$ cat config.mk
export PLATFORM = sky130hd
export DESIGN_NAME = best_fit_buffer_pool_unit
export DESIGN_NICKNAME = d
export VERILOG_FILES = /design/src/rtl/bfbp_pkg.sv /design/src/rtl/best_fit_buffer_pool_unit.sv
export VERILOG_INCLUDE_DIRS = /design/src /design/src/rtl
export SDC_FILE = /design/constraint.sdc
export NUM_CORES = 2
export LEC_CHECK = 0
export BUFFER_PORTS_ARGS = -buffer_cell sky130_fd_sc_hd__buf_4
export CORE_MARGIN = 10
export CORE_UTILIZATION = 65
export CTS_BUF_LIST = sky130_fd_sc_hd__clkbuf_8
export CTS_CLUSTER_SIZE = 40
export DETAILED_ROUTE_END_ITERATION = 8
export PLACE_DENSITY = 0.79
export REMOVE_ABC_BUFFERS = 1
export SYNTH_ARGS = -nofsm -noshare
export SYNTH_HDL_FRONTEND = slang
export SYNTH_SLANG_ARGS = --single-unit
$ cat constraint.sdc
create_clock -name clk -period 8.2 [get_ports clk]
set_input_delay 0.82 -clock clk [delete_from_list [all_inputs] [get_ports clk]]
set_output_delay 0.82 -clock clk [all_outputs]
set_load 0.01 [all_outputs]
$ cat src/rtl/best_fit_buffer_pool_unit_defines.svh
// ----------------------------------------------------------------------------
// Best-fit buffer pool unit: assertion macros
// Concurrent check macros shared by the RTL; they expand to nothing in synthesis.
// ----------------------------------------------------------------------------
`ifndef BEST_FIT_BUFFER_POOL_UNIT_DEFINES_SVH
`define BEST_FIT_BUFFER_POOL_UNIT_DEFINES_SVH

`ifndef SYNTHESIS
// Same-cycle implication, checked outside of reset.
`define BFBP_ASSERT_HOLD(label, clk, rst, ante, cons) \
  label: assert property (@(posedge clk) disable iff (rst) (ante) |-> (cons)) \
    else $error("best_fit_buffer_pool_unit: check failed");
// Next-cycle implication, checked outside of reset.
`define BFBP_ASSERT_NEXT(label, clk, rst, ante, cons) \
  label: assert property (@(posedge clk) disable iff (rst) (ante) |=> (cons)) \
    else $error("best_fit_buffer_pool_unit: check failed");
`else
`define BFBP_ASSERT_HOLD(label, clk, rst, ante, cons)
`define BFBP_ASSERT_NEXT(label, clk, rst, ante, cons)
`endif

`endif

$ cat src/rtl/bfbp_pkg.sv
// ----------------------------------------------------------------------------
// Best-fit buffer pool package
// Word types, command and status codes and constants of the pool unit.
// ----------------------------------------------------------------------------
package bfbp_pkg;

  localparam int SLOTS_DEFAULT = 64;
  localparam int ID_W          = 31;
  localparam int SIZE_W        = 31;
  localparam int SLOT_W        = 6;
  localparam int STATUS_W      = 3;
  localparam int CFG_DATA_W    = 32;

  localparam logic [SIZE_W-1:0] SIZE_CEILING = 31'h7FFF_FFFF;
  localparam logic [CFG_DATA_W-1:0] OWNER_PORT_RESET = 32'hFFFF_FFFF;

  // Command kinds.
  localparam logic [1:0] REQ_ADD = 2'd0;
  localparam logic [1:0] REQ_GET = 2'd1;
  localparam logic [1:0] REQ_REL = 2'd2;
  localparam logic [1:0] REQ_NOP = 2'd3;

  // Result status codes.
  localparam logic [STATUS_W-1:0] STAT_OK            = 3'd0;
  localparam logic [STATUS_W-1:0] STAT_NOT_RECLAIMED = 3'd1;
  localparam logic [STATUS_W-1:0] STAT_NONE          = 3'd2;
  localparam logic [STATUS_W-1:0] STAT_FULL          = 3'd3;
  localparam logic [STATUS_W-1:0] STAT_UNKNOWN       = 3'd4;

  // Configuration register indexes.
  localparam logic CFG_OWNER_PORT = 1'b0;
  localparam logic CFG_RECLAIM    = 1'b1;

  typedef struct packed {
    logic [1:0]        req_type;
    logic [ID_W-1:0]   buffer_id;
    logic              want_specific;
    logic [SIZE_W-1:0] size;
  } bfbp_in_t;

  typedef struct packed {
    logic [STATUS_W-1:0] status;
    logic [ID_W-1:0]     granted_id;
    logic [SIZE_W-1:0]   granted_size;
    logic [SLOT_W-1:0]   slot_index;
  } bfbp_out_t;

  typedef enum logic [1:0] {
    ST_IDLE,
    ST_SCAN,
    ST_DONE
  } bfbp_state_t;

endpackage

$ cat src/rtl/best_fit_buffer_pool_unit.sv
// ----------------------------------------------------------------------------
// Best-fit buffer pool unit
// Table of buffer entries with append, best-fit grant and release by id.
// ----------------------------------------------------------------------------
// A command word is taken at a clock edge where start is high and busy is low,
// and exactly one result word follows, shown on result for the single cycle in
// which done is high; the receiver cannot stall it, so it must take the word
// in that cycle. An add, a refused request, the unused command kind and any
// request or release against an empty table answer in the next cycle and leave
// busy low, so such words may follow back to back. A request or a release with
// n entries in the table walks all n slots through one read port of the entry
// memories and one size comparator; busy stays high through the scan and the
// done state, so no new word is taken before its result. The memories need no
// clearing pass: only slots below the entry count are ever read. Configuration
// writes are to be made while the unit is idle; the unit does not enforce this.
module best_fit_buffer_pool_unit #(
  parameter int SLOTS = bfbp_pkg::SLOTS_DEFAULT
) (
  input  logic                                clk,
  input  logic                                rst,
  input  logic                                start,
  output logic                                busy,
  input  bfbp_pkg::bfbp_in_t                  cmd,
  output logic                                done,
  output bfbp_pkg::bfbp_out_t                 result,
  input  logic                                cfg_we,
  input  logic                                cfg_index,
  input  logic [bfbp_pkg::CFG_DATA_W-1:0]     cfg_data
);
  import bfbp_pkg::*;

  `include "best_fit_buffer_pool_unit_defines.svh"

  // Index width addresses the slots; count width can also hold SLOTS itself.
  localparam int IW = (SLOTS > 1) ? $clog2(SLOTS) : 1;
  localparam int CW = $clog2(SLOTS + 1);
  localparam logic [CW-1:0] SLOTS_C = CW'(SLOTS);

  // Configuration registers.
  logic signed [CFG_DATA_W-1:0] owner_port;
  logic                         reclaim_pending;

  // Entry memories. The owner stamp only matters as "taken or free", so the
  // owner memory keeps one taken bit per slot.
  logic [ID_W-1:0]   mem_id    [SLOTS];
  logic [SIZE_W-1:0] mem_size  [SLOTS];
  logic              mem_taken [SLOTS];

  logic [CW-1:0]     entry_count;
  bfbp_state_t       state, state_next;
  bfbp_in_t          item;

  // Scan pipeline: read address, then registered read data under evaluation.
  logic [CW-1:0]     scan_addr;
  logic              rd_valid;
  logic              rd_last;
  logic [IW-1:0]     rd_idx;
  logic [ID_W-1:0]   rd_id;
  logic [SIZE_W-1:0] rd_size;
  logic              rd_taken;

  // Best candidate so far.
  logic              found;
  logic [IW-1:0]     best_idx;
  logic [ID_W-1:0]   best_id;
  logic [SIZE_W-1:0] best_size;

  logic accept;
  logic needs_scan;
  logic table_full;
  logic issue_rd;
  logic eval_en;
  logic finish;
  logic hit_get;
  logic hit_rel;
  logic take;
  logic add_wr;
  logic taken_we;
  logic [IW-1:0] taken_waddr;
  logic          taken_wdata;

  // Result word loaded at the accepting edge, and the one loaded when a scan
  // ends with a hit.
  bfbp_out_t accept_word;
  bfbp_out_t grant_word;

  assign accept     = start && !busy;
  assign table_full = (entry_count == SLOTS_C);
  assign needs_scan = (entry_count != '0) &&
                      (((cmd.req_type == REQ_GET) && !reclaim_pending) ||
                       (cmd.req_type == REQ_REL));

  // Next state.
  always_comb begin
    state_next = state;
    unique case (state)
      ST_IDLE: begin
        if (accept && needs_scan) begin
          state_next = ST_SCAN;
        end
      end
      ST_SCAN: begin
        if (rd_valid && rd_last) begin
          state_next = ST_DONE;
        end
      end
      ST_DONE: begin
        state_next = ST_IDLE;
      end
      default: begin
        state_next = ST_IDLE;
      end
    endcase
  end

  // Sequencer outputs.
  always_comb begin
    busy     = 1'b1;
    issue_rd = 1'b0;
    eval_en  = 1'b0;
    finish   = 1'b0;
    unique case (state)
      ST_IDLE: begin
        busy = 1'b0;
      end
      ST_SCAN: begin
        issue_rd = (scan_addr != entry_count);
        eval_en  = rd_valid;
      end
      ST_DONE: begin
        finish = 1'b1;
      end
      default: begin
        busy = 1'b1;
      end
    endcase
  end

  // The shared compare unit. A request keeps the strictly smaller fitting free
  // entry, so the lowest index wins among equal sizes; a release keeps the
  // first entry whose id matches, taken or not.
  assign hit_get = !rd_taken && (rd_size >= item.size) && (rd_size < best_size) &&
                   (!item.want_specific || (rd_id == item.buffer_id));
  assign hit_rel = !found && (rd_id == item.buffer_id);
  assign take    = eval_en && ((item.req_type == REQ_GET) ? hit_get : hit_rel);

  // Memory write control: an add fills a whole slot, a grant or release
  // updates only the taken bit. A grant with owner port zero leaves it free.
  assign add_wr      = accept && (cmd.req_type == REQ_ADD) && !table_full;
  assign taken_we    = add_wr || (finish && found);
  assign taken_waddr = finish ? best_idx : entry_count[IW-1:0];
  assign taken_wdata = finish && (item.req_type == REQ_GET) && (owner_port != '0);

  // Immediate answer of a newly accepted word. A scan that finds nothing keeps
  // this answer.
  always_comb begin
    accept_word = '0;
    unique case (cmd.req_type)
      REQ_ADD: begin
        if (table_full) begin
          accept_word.status = STAT_FULL;
        end else begin
          accept_word.status     = STAT_OK;
          accept_word.slot_index = SLOT_W'(entry_count[IW-1:0]);
        end
      end
      REQ_GET: begin
        if (reclaim_pending) begin
          accept_word.status = STAT_NOT_RECLAIMED;
        end else begin
          accept_word.status = STAT_NONE;
        end
      end
      REQ_REL: begin
        accept_word.status = STAT_UNKNOWN;
      end
      default: begin
        accept_word.status = STAT_OK;
      end
    endcase
  end

  // Answer of a scan that found a slot; only a grant reports id and size.
  always_comb begin
    grant_word            = '0;
    grant_word.status     = STAT_OK;
    grant_word.slot_index = SLOT_W'(best_idx);
    if (item.req_type == REQ_GET) begin
      grant_word.granted_id   = best_id;
      grant_word.granted_size = best_size;
    end
  end

  always_ff @(posedge clk) begin
    if (add_wr) begin
      mem_id[entry_count[IW-1:0]]   <= cmd.buffer_id;
      mem_size[entry_count[IW-1:0]] <= cmd.size;
    end
  end

  always_ff @(posedge clk) begin
    if (taken_we) begin
      mem_taken[taken_waddr] <= taken_wdata;
    end
  end

  always_ff @(posedge clk) begin
    if (issue_rd) begin
      rd_id    <= mem_id[scan_addr[IW-1:0]];
      rd_size  <= mem_size[scan_addr[IW-1:0]];
      rd_taken <= mem_taken[scan_addr[IW-1:0]];
      rd_idx   <= scan_addr[IW-1:0];
      rd_last  <= (scan_addr == (entry_count - CW'(1)));
    end
  end

  // Configuration port.
  always_ff @(posedge clk) begin
    if (rst) begin
      owner_port      <= OWNER_PORT_RESET;
      reclaim_pending <= 1'b0;
    end else if (cfg_we) begin
      unique case (cfg_index)
        CFG_OWNER_PORT: owner_port      <= cfg_data;
        CFG_RECLAIM:    reclaim_pending <= cfg_data[0];
        default:        reclaim_pending <= reclaim_pending;
      endcase
    end
  end

  // Control state. A word that needs no scan answers in the next cycle; a
  // scan answers from the done state.
  always_ff @(posedge clk) begin
    if (rst) begin
      state       <= ST_IDLE;
      entry_count <= '0;
      rd_valid    <= 1'b0;
      done        <= 1'b0;
    end else begin
      state    <= state_next;
      rd_valid <= issue_rd;
      done     <= (accept && !needs_scan) || finish;
      if (add_wr) begin
        entry_count <= entry_count + CW'(1);
      end
    end
  end

  // Scan bookkeeping and the result word.
  always_ff @(posedge clk) begin
    if (accept) begin
      item      <= cmd;
      scan_addr <= '0;
      found     <= 1'b0;
      best_size <= SIZE_CEILING;
      result    <= accept_word;
    end else begin
      if (issue_rd) begin
        scan_addr <= scan_addr + CW'(1);
      end
      if (take) begin
        found     <= 1'b1;
        best_idx  <= rd_idx;
        best_id   <= rd_id;
        best_size <= rd_size;
      end
      if (finish && found) begin
        result <= grant_word;
      end
    end
  end

  // Checks.
  `BFBP_ASSERT_HOLD(a_count_bound, clk, rst, 1'b1, entry_count <= SLOTS_C)
  `BFBP_ASSERT_NEXT(a_full_add_keeps_count, clk, rst, accept && (cmd.req_type == REQ_ADD) && table_full, $stable(entry_count))
  `BFBP_ASSERT_NEXT(a_done_follows_finish, clk, rst, state == ST_DONE, done && (state == ST_IDLE))
  `BFBP_ASSERT_HOLD(a_quiet_while_scanning, clk, rst, state == ST_SCAN, !done && !accept)
  `BFBP_ASSERT_HOLD(a_grant_fits, clk, rst, done && (item.req_type == REQ_GET) && (result.status == STAT_OK), (result.granted_size >= item.size) && (result.granted_size != SIZE_CEILING))

endmodule

==> flow_summary.toml <==
[critical_path]
start_kind = "flop"
arrival_ps = 6780
slowest_delay_ps = 1050
cp_num_buf_inv = 1
crit_family = "simple AND/OR/NAND/NOR gates"
required_ps = 9030
setup.worst_path.class = "reg2reg"
timing.critical_path.to_type = "flop"
crit_top_cell = "nor2b_1"
crit_fanout = 46
worstPathCellList = "or3_1 -> nor2b_1 -> nand2_1 -> and2_1 -> nor2b_1 -> nand3_1 -> nor2_4 -> buf_4"
cp_slowest_cell = "nand3_1"

[placed_design]
place_area_sq_mm = 0.172
io_buffer_count = 174
placed_cells = 10200
post-dp-hpwl_microns = 242000
gp_congestion = 0.861

[power]
p_clk_frac = 0.400
p_sw_frac = 0.216
p_switching_uw = 9030
vdd_drop_max_uv = 211
seq_power_share = 0.584
leakagePower_uw = 0.0573
powerDensity_mw_per_mm2 = 227
comb_power_share = 0.016
p_int_uw = 32800

[global_routing]
grt_pass1_vias = 83100
grt_pass1_wl_microns = 623000
overflow = 0
grt_usage = 0.318
antenna_found_initial = 35
grt_max_degree = 164

[sta]
period_share = 0.725
finalSetupViolCount = 0
worst_pin_slew_ps = 1410
fmax_mhz = 168
rsz0062_at_grt = "no"
slew_violations = 0
finalHoldViolations = 0
finClkSkew_ps = 61.9
relSlewSlack = 0.0577
period_minus_slack_ps = 5950

[clock_network]
clockBufferDepth = 4
htreeDepth = 6
cts_tree = "built"
clock-sinks = 4358
cts_setup_buffers = 0
cts_root_buf = "clkbuf_8"
cts_inserted_buffers = 656
clock_latency_ps = 1250
clk_pin_slew_worst_paths_ps = 60

[logic_synthesis]
yosysWarnings = 0
synthAdderAreaFrac = 0.00483
synth_cell_types = 45
synth_top_family_by_area = "multiplexers"
ys_async_sr_fraction = 0
synth_mux_area_frac = 0.180
synth-compound-area-share = 0.00966
yosys.area_share.xor_xnor = 0.00275
synth_seq_cells = 4358
netlist_area_sq_mm = 0.166
avgSynthCellArea_sq_um = 24.2
synthSimpleGateAreaFrac = 0.0105
ys.flop_type = "edfxtp_1"
ys_seq_area_frac = 0.781
synth_edf_count = 4213
syn_inst = 6843

[floorplan]
die_w_microns = 525
num_rows = 185
initial_core_util = 0.653
core_area_sq_mm = 0.254
io-pin-count = 175
dieArea_sq_mm = 0.276
die_h_microns = 525

[outcome]
run_status = "complete, no violations"

[job]
cap_viol_max_count = 0

[finish]
postLayoutCellArea_sq_mm = 0.185
fin_cells = 11400
fin_nets = 7695
fill_cells = 13000
final_common_cell = "edfxtp_1"
layout_common_cells = "4213 x edfxtp_1, 1323 x mux4_2, 681 x clkbuf_8, 314 x buf_4, 302 x inv_1"
drive_gt1_frac = 0.319
areaGrowthSynthToFinish_pct = 11.4

[hold_path]
worstHoldPathType = "in2reg"

[drt]
ant_nets = 0
drtIter0Drc = 13000
vias_per_cell = 7.08
drc = 0
wl_microns = 436000
firstDrtPassIters = 6
vias = 81100
wire_per_inst_microns = 38.1
power by group through the flow:
stage / Clock, uW / Combinational [uW] / Sequential [uW]
floorplan: 0 / 273 / 24900
global placement: 0 / 604 / 24900
detailed placement: 0 / 643 / 24900
CTS: 16900 / 660 / 24500
global route: 17800 / 706 / 24500
finish: 16700 / 670 / 24500
synth_stat cells, types with 33 or more instances:
master / n / area (sq um)
a211o_1: 33 / 289
a21oi_1: 41 / 205
a22o_1: 65 / 569
buf_1: 44 / 165
buf_2: 84 / 420
clkbuf_1: 213 / 800
dfxtp_1: 145 / 2900
edfxtp_1: 4213 / 127000
ha_1: 64 / 801
inv_1: 100 / 375
mux4_2: 1323 / 29800
nand2_1: 87 / 327
nor2_1: 163 / 612
nor2b_1: 43 / 269
routing by layer:
metal / share of wire / track usage / vias to the layer above
met5: 0.00035 / 0 / -
met4: 0.058 / 0.155 / 24
met3: 0.14 / 0.0872 / 1217
met2: 0.48 / 0.492 / 6790
met1: 0.33 / 0.427 / 42100
li1: - / - / 30900
sequential cells by signal, indices dropped and copies added, names as in the netlist:
| register | flops |
|---|---|
| rd_taken | 1 |
| best_size | 31 |
| item | 65 |
| rd_id | 31 |
| scan_addr | 7 |
| reclaim_pending | 1 |
| state | 2 |
| result | 71 |
| best_id | 31 |
| owner_port | 32 |
| rd_size | 31 |
| best_idx | 6 |
| rd_valid | 1 |
| found | 1 |
| done | 1 |
| mem_size | 1984 |
| rd_last | 1 |
| mem_id | 1984 |
| rd_idx | 6 |
| entry_count | 7 |
| mem_taken | 64 |
worst register-to-register path, delay by kind of cell, from the launching register on:
kind | cells | cell delay (ps)
and+or+nand+nor | 7 | 4030
buffers and inverters | 1 | 890
DFF | 1 | 610
timing repair:
action | CTS | global route
endpoints found under the setup margin | 0 | 0
resized for setup | 0 | 0
hold buffers | 39 | 0
endpoints found under the hold margin | 40 | 0
cell type report:
type | instances | area (sq um) | area share
Antenna cell | 17 | 42.5 | 0.000231
Clock inverter | 507 | 2870 | 0.0155
Tap cell | 3366 | 4210 | 0.0228
Clock buffer | 681 | 9370 | 0.0508
Multi-Input combinational cell | 2032 | 34900 | 0.189
Inverter | 101 | 382 | 0.00207
Sequential cell | 4358 | 129000 | 0.701
Timing Repair Buffer | 380 | 3290 | 0.0178
metrics by stage:
stage / TNS [ps] / utilization / setup WS [ps] / hold WS [ps] / power (uW)
4_1_cts: 0 / 0.727 / 2430 / 90.2 / 42000
5_1_grt: 0 / 0.727 / 2140 / 174 / 43000
2_1_floorplan: -5029050 / - / -37680 / 400 / 25200
3_5_place_dp: 0 / 0.677 / 2340 / 405 / 25600
3_3_place_gp: 0 / 0.677 / 2530 / 404 / 25500
6_report: 0 / 0.727 / 2250 / 153 / 41900
logic make-up after synthesis:
family                     Yosys count
adders and majority gates           64
and+or+nand+nor                    380
buffers and inverters              453
AOI/OAI and AO/OA                  210
muxes                             1326
DFF                               4358
xor gates and xnor gates            52
final timing paths:
check	endpoint	slack (ps)	depth (start not counted)	from
worst max-delay path	mem_id[35][19]$_DFFE_PP_	2250	8	entry_count[4]$_SDFFE_PP0P_
worst min-delay path	mem_id[52][4]$_DFFE_PP_	150	1	cmd[36]
worst max register to register	mem_id[35][19]$_DFFE_PP_	2250	8	entry_count[4]$_SDFFE_PP0P_
worst min register to register	best_idx[5]$_DFFE_PP_	410	0	rd_idx[5]$_DFFE_PP_
Power figures use the tool's default switching activity.
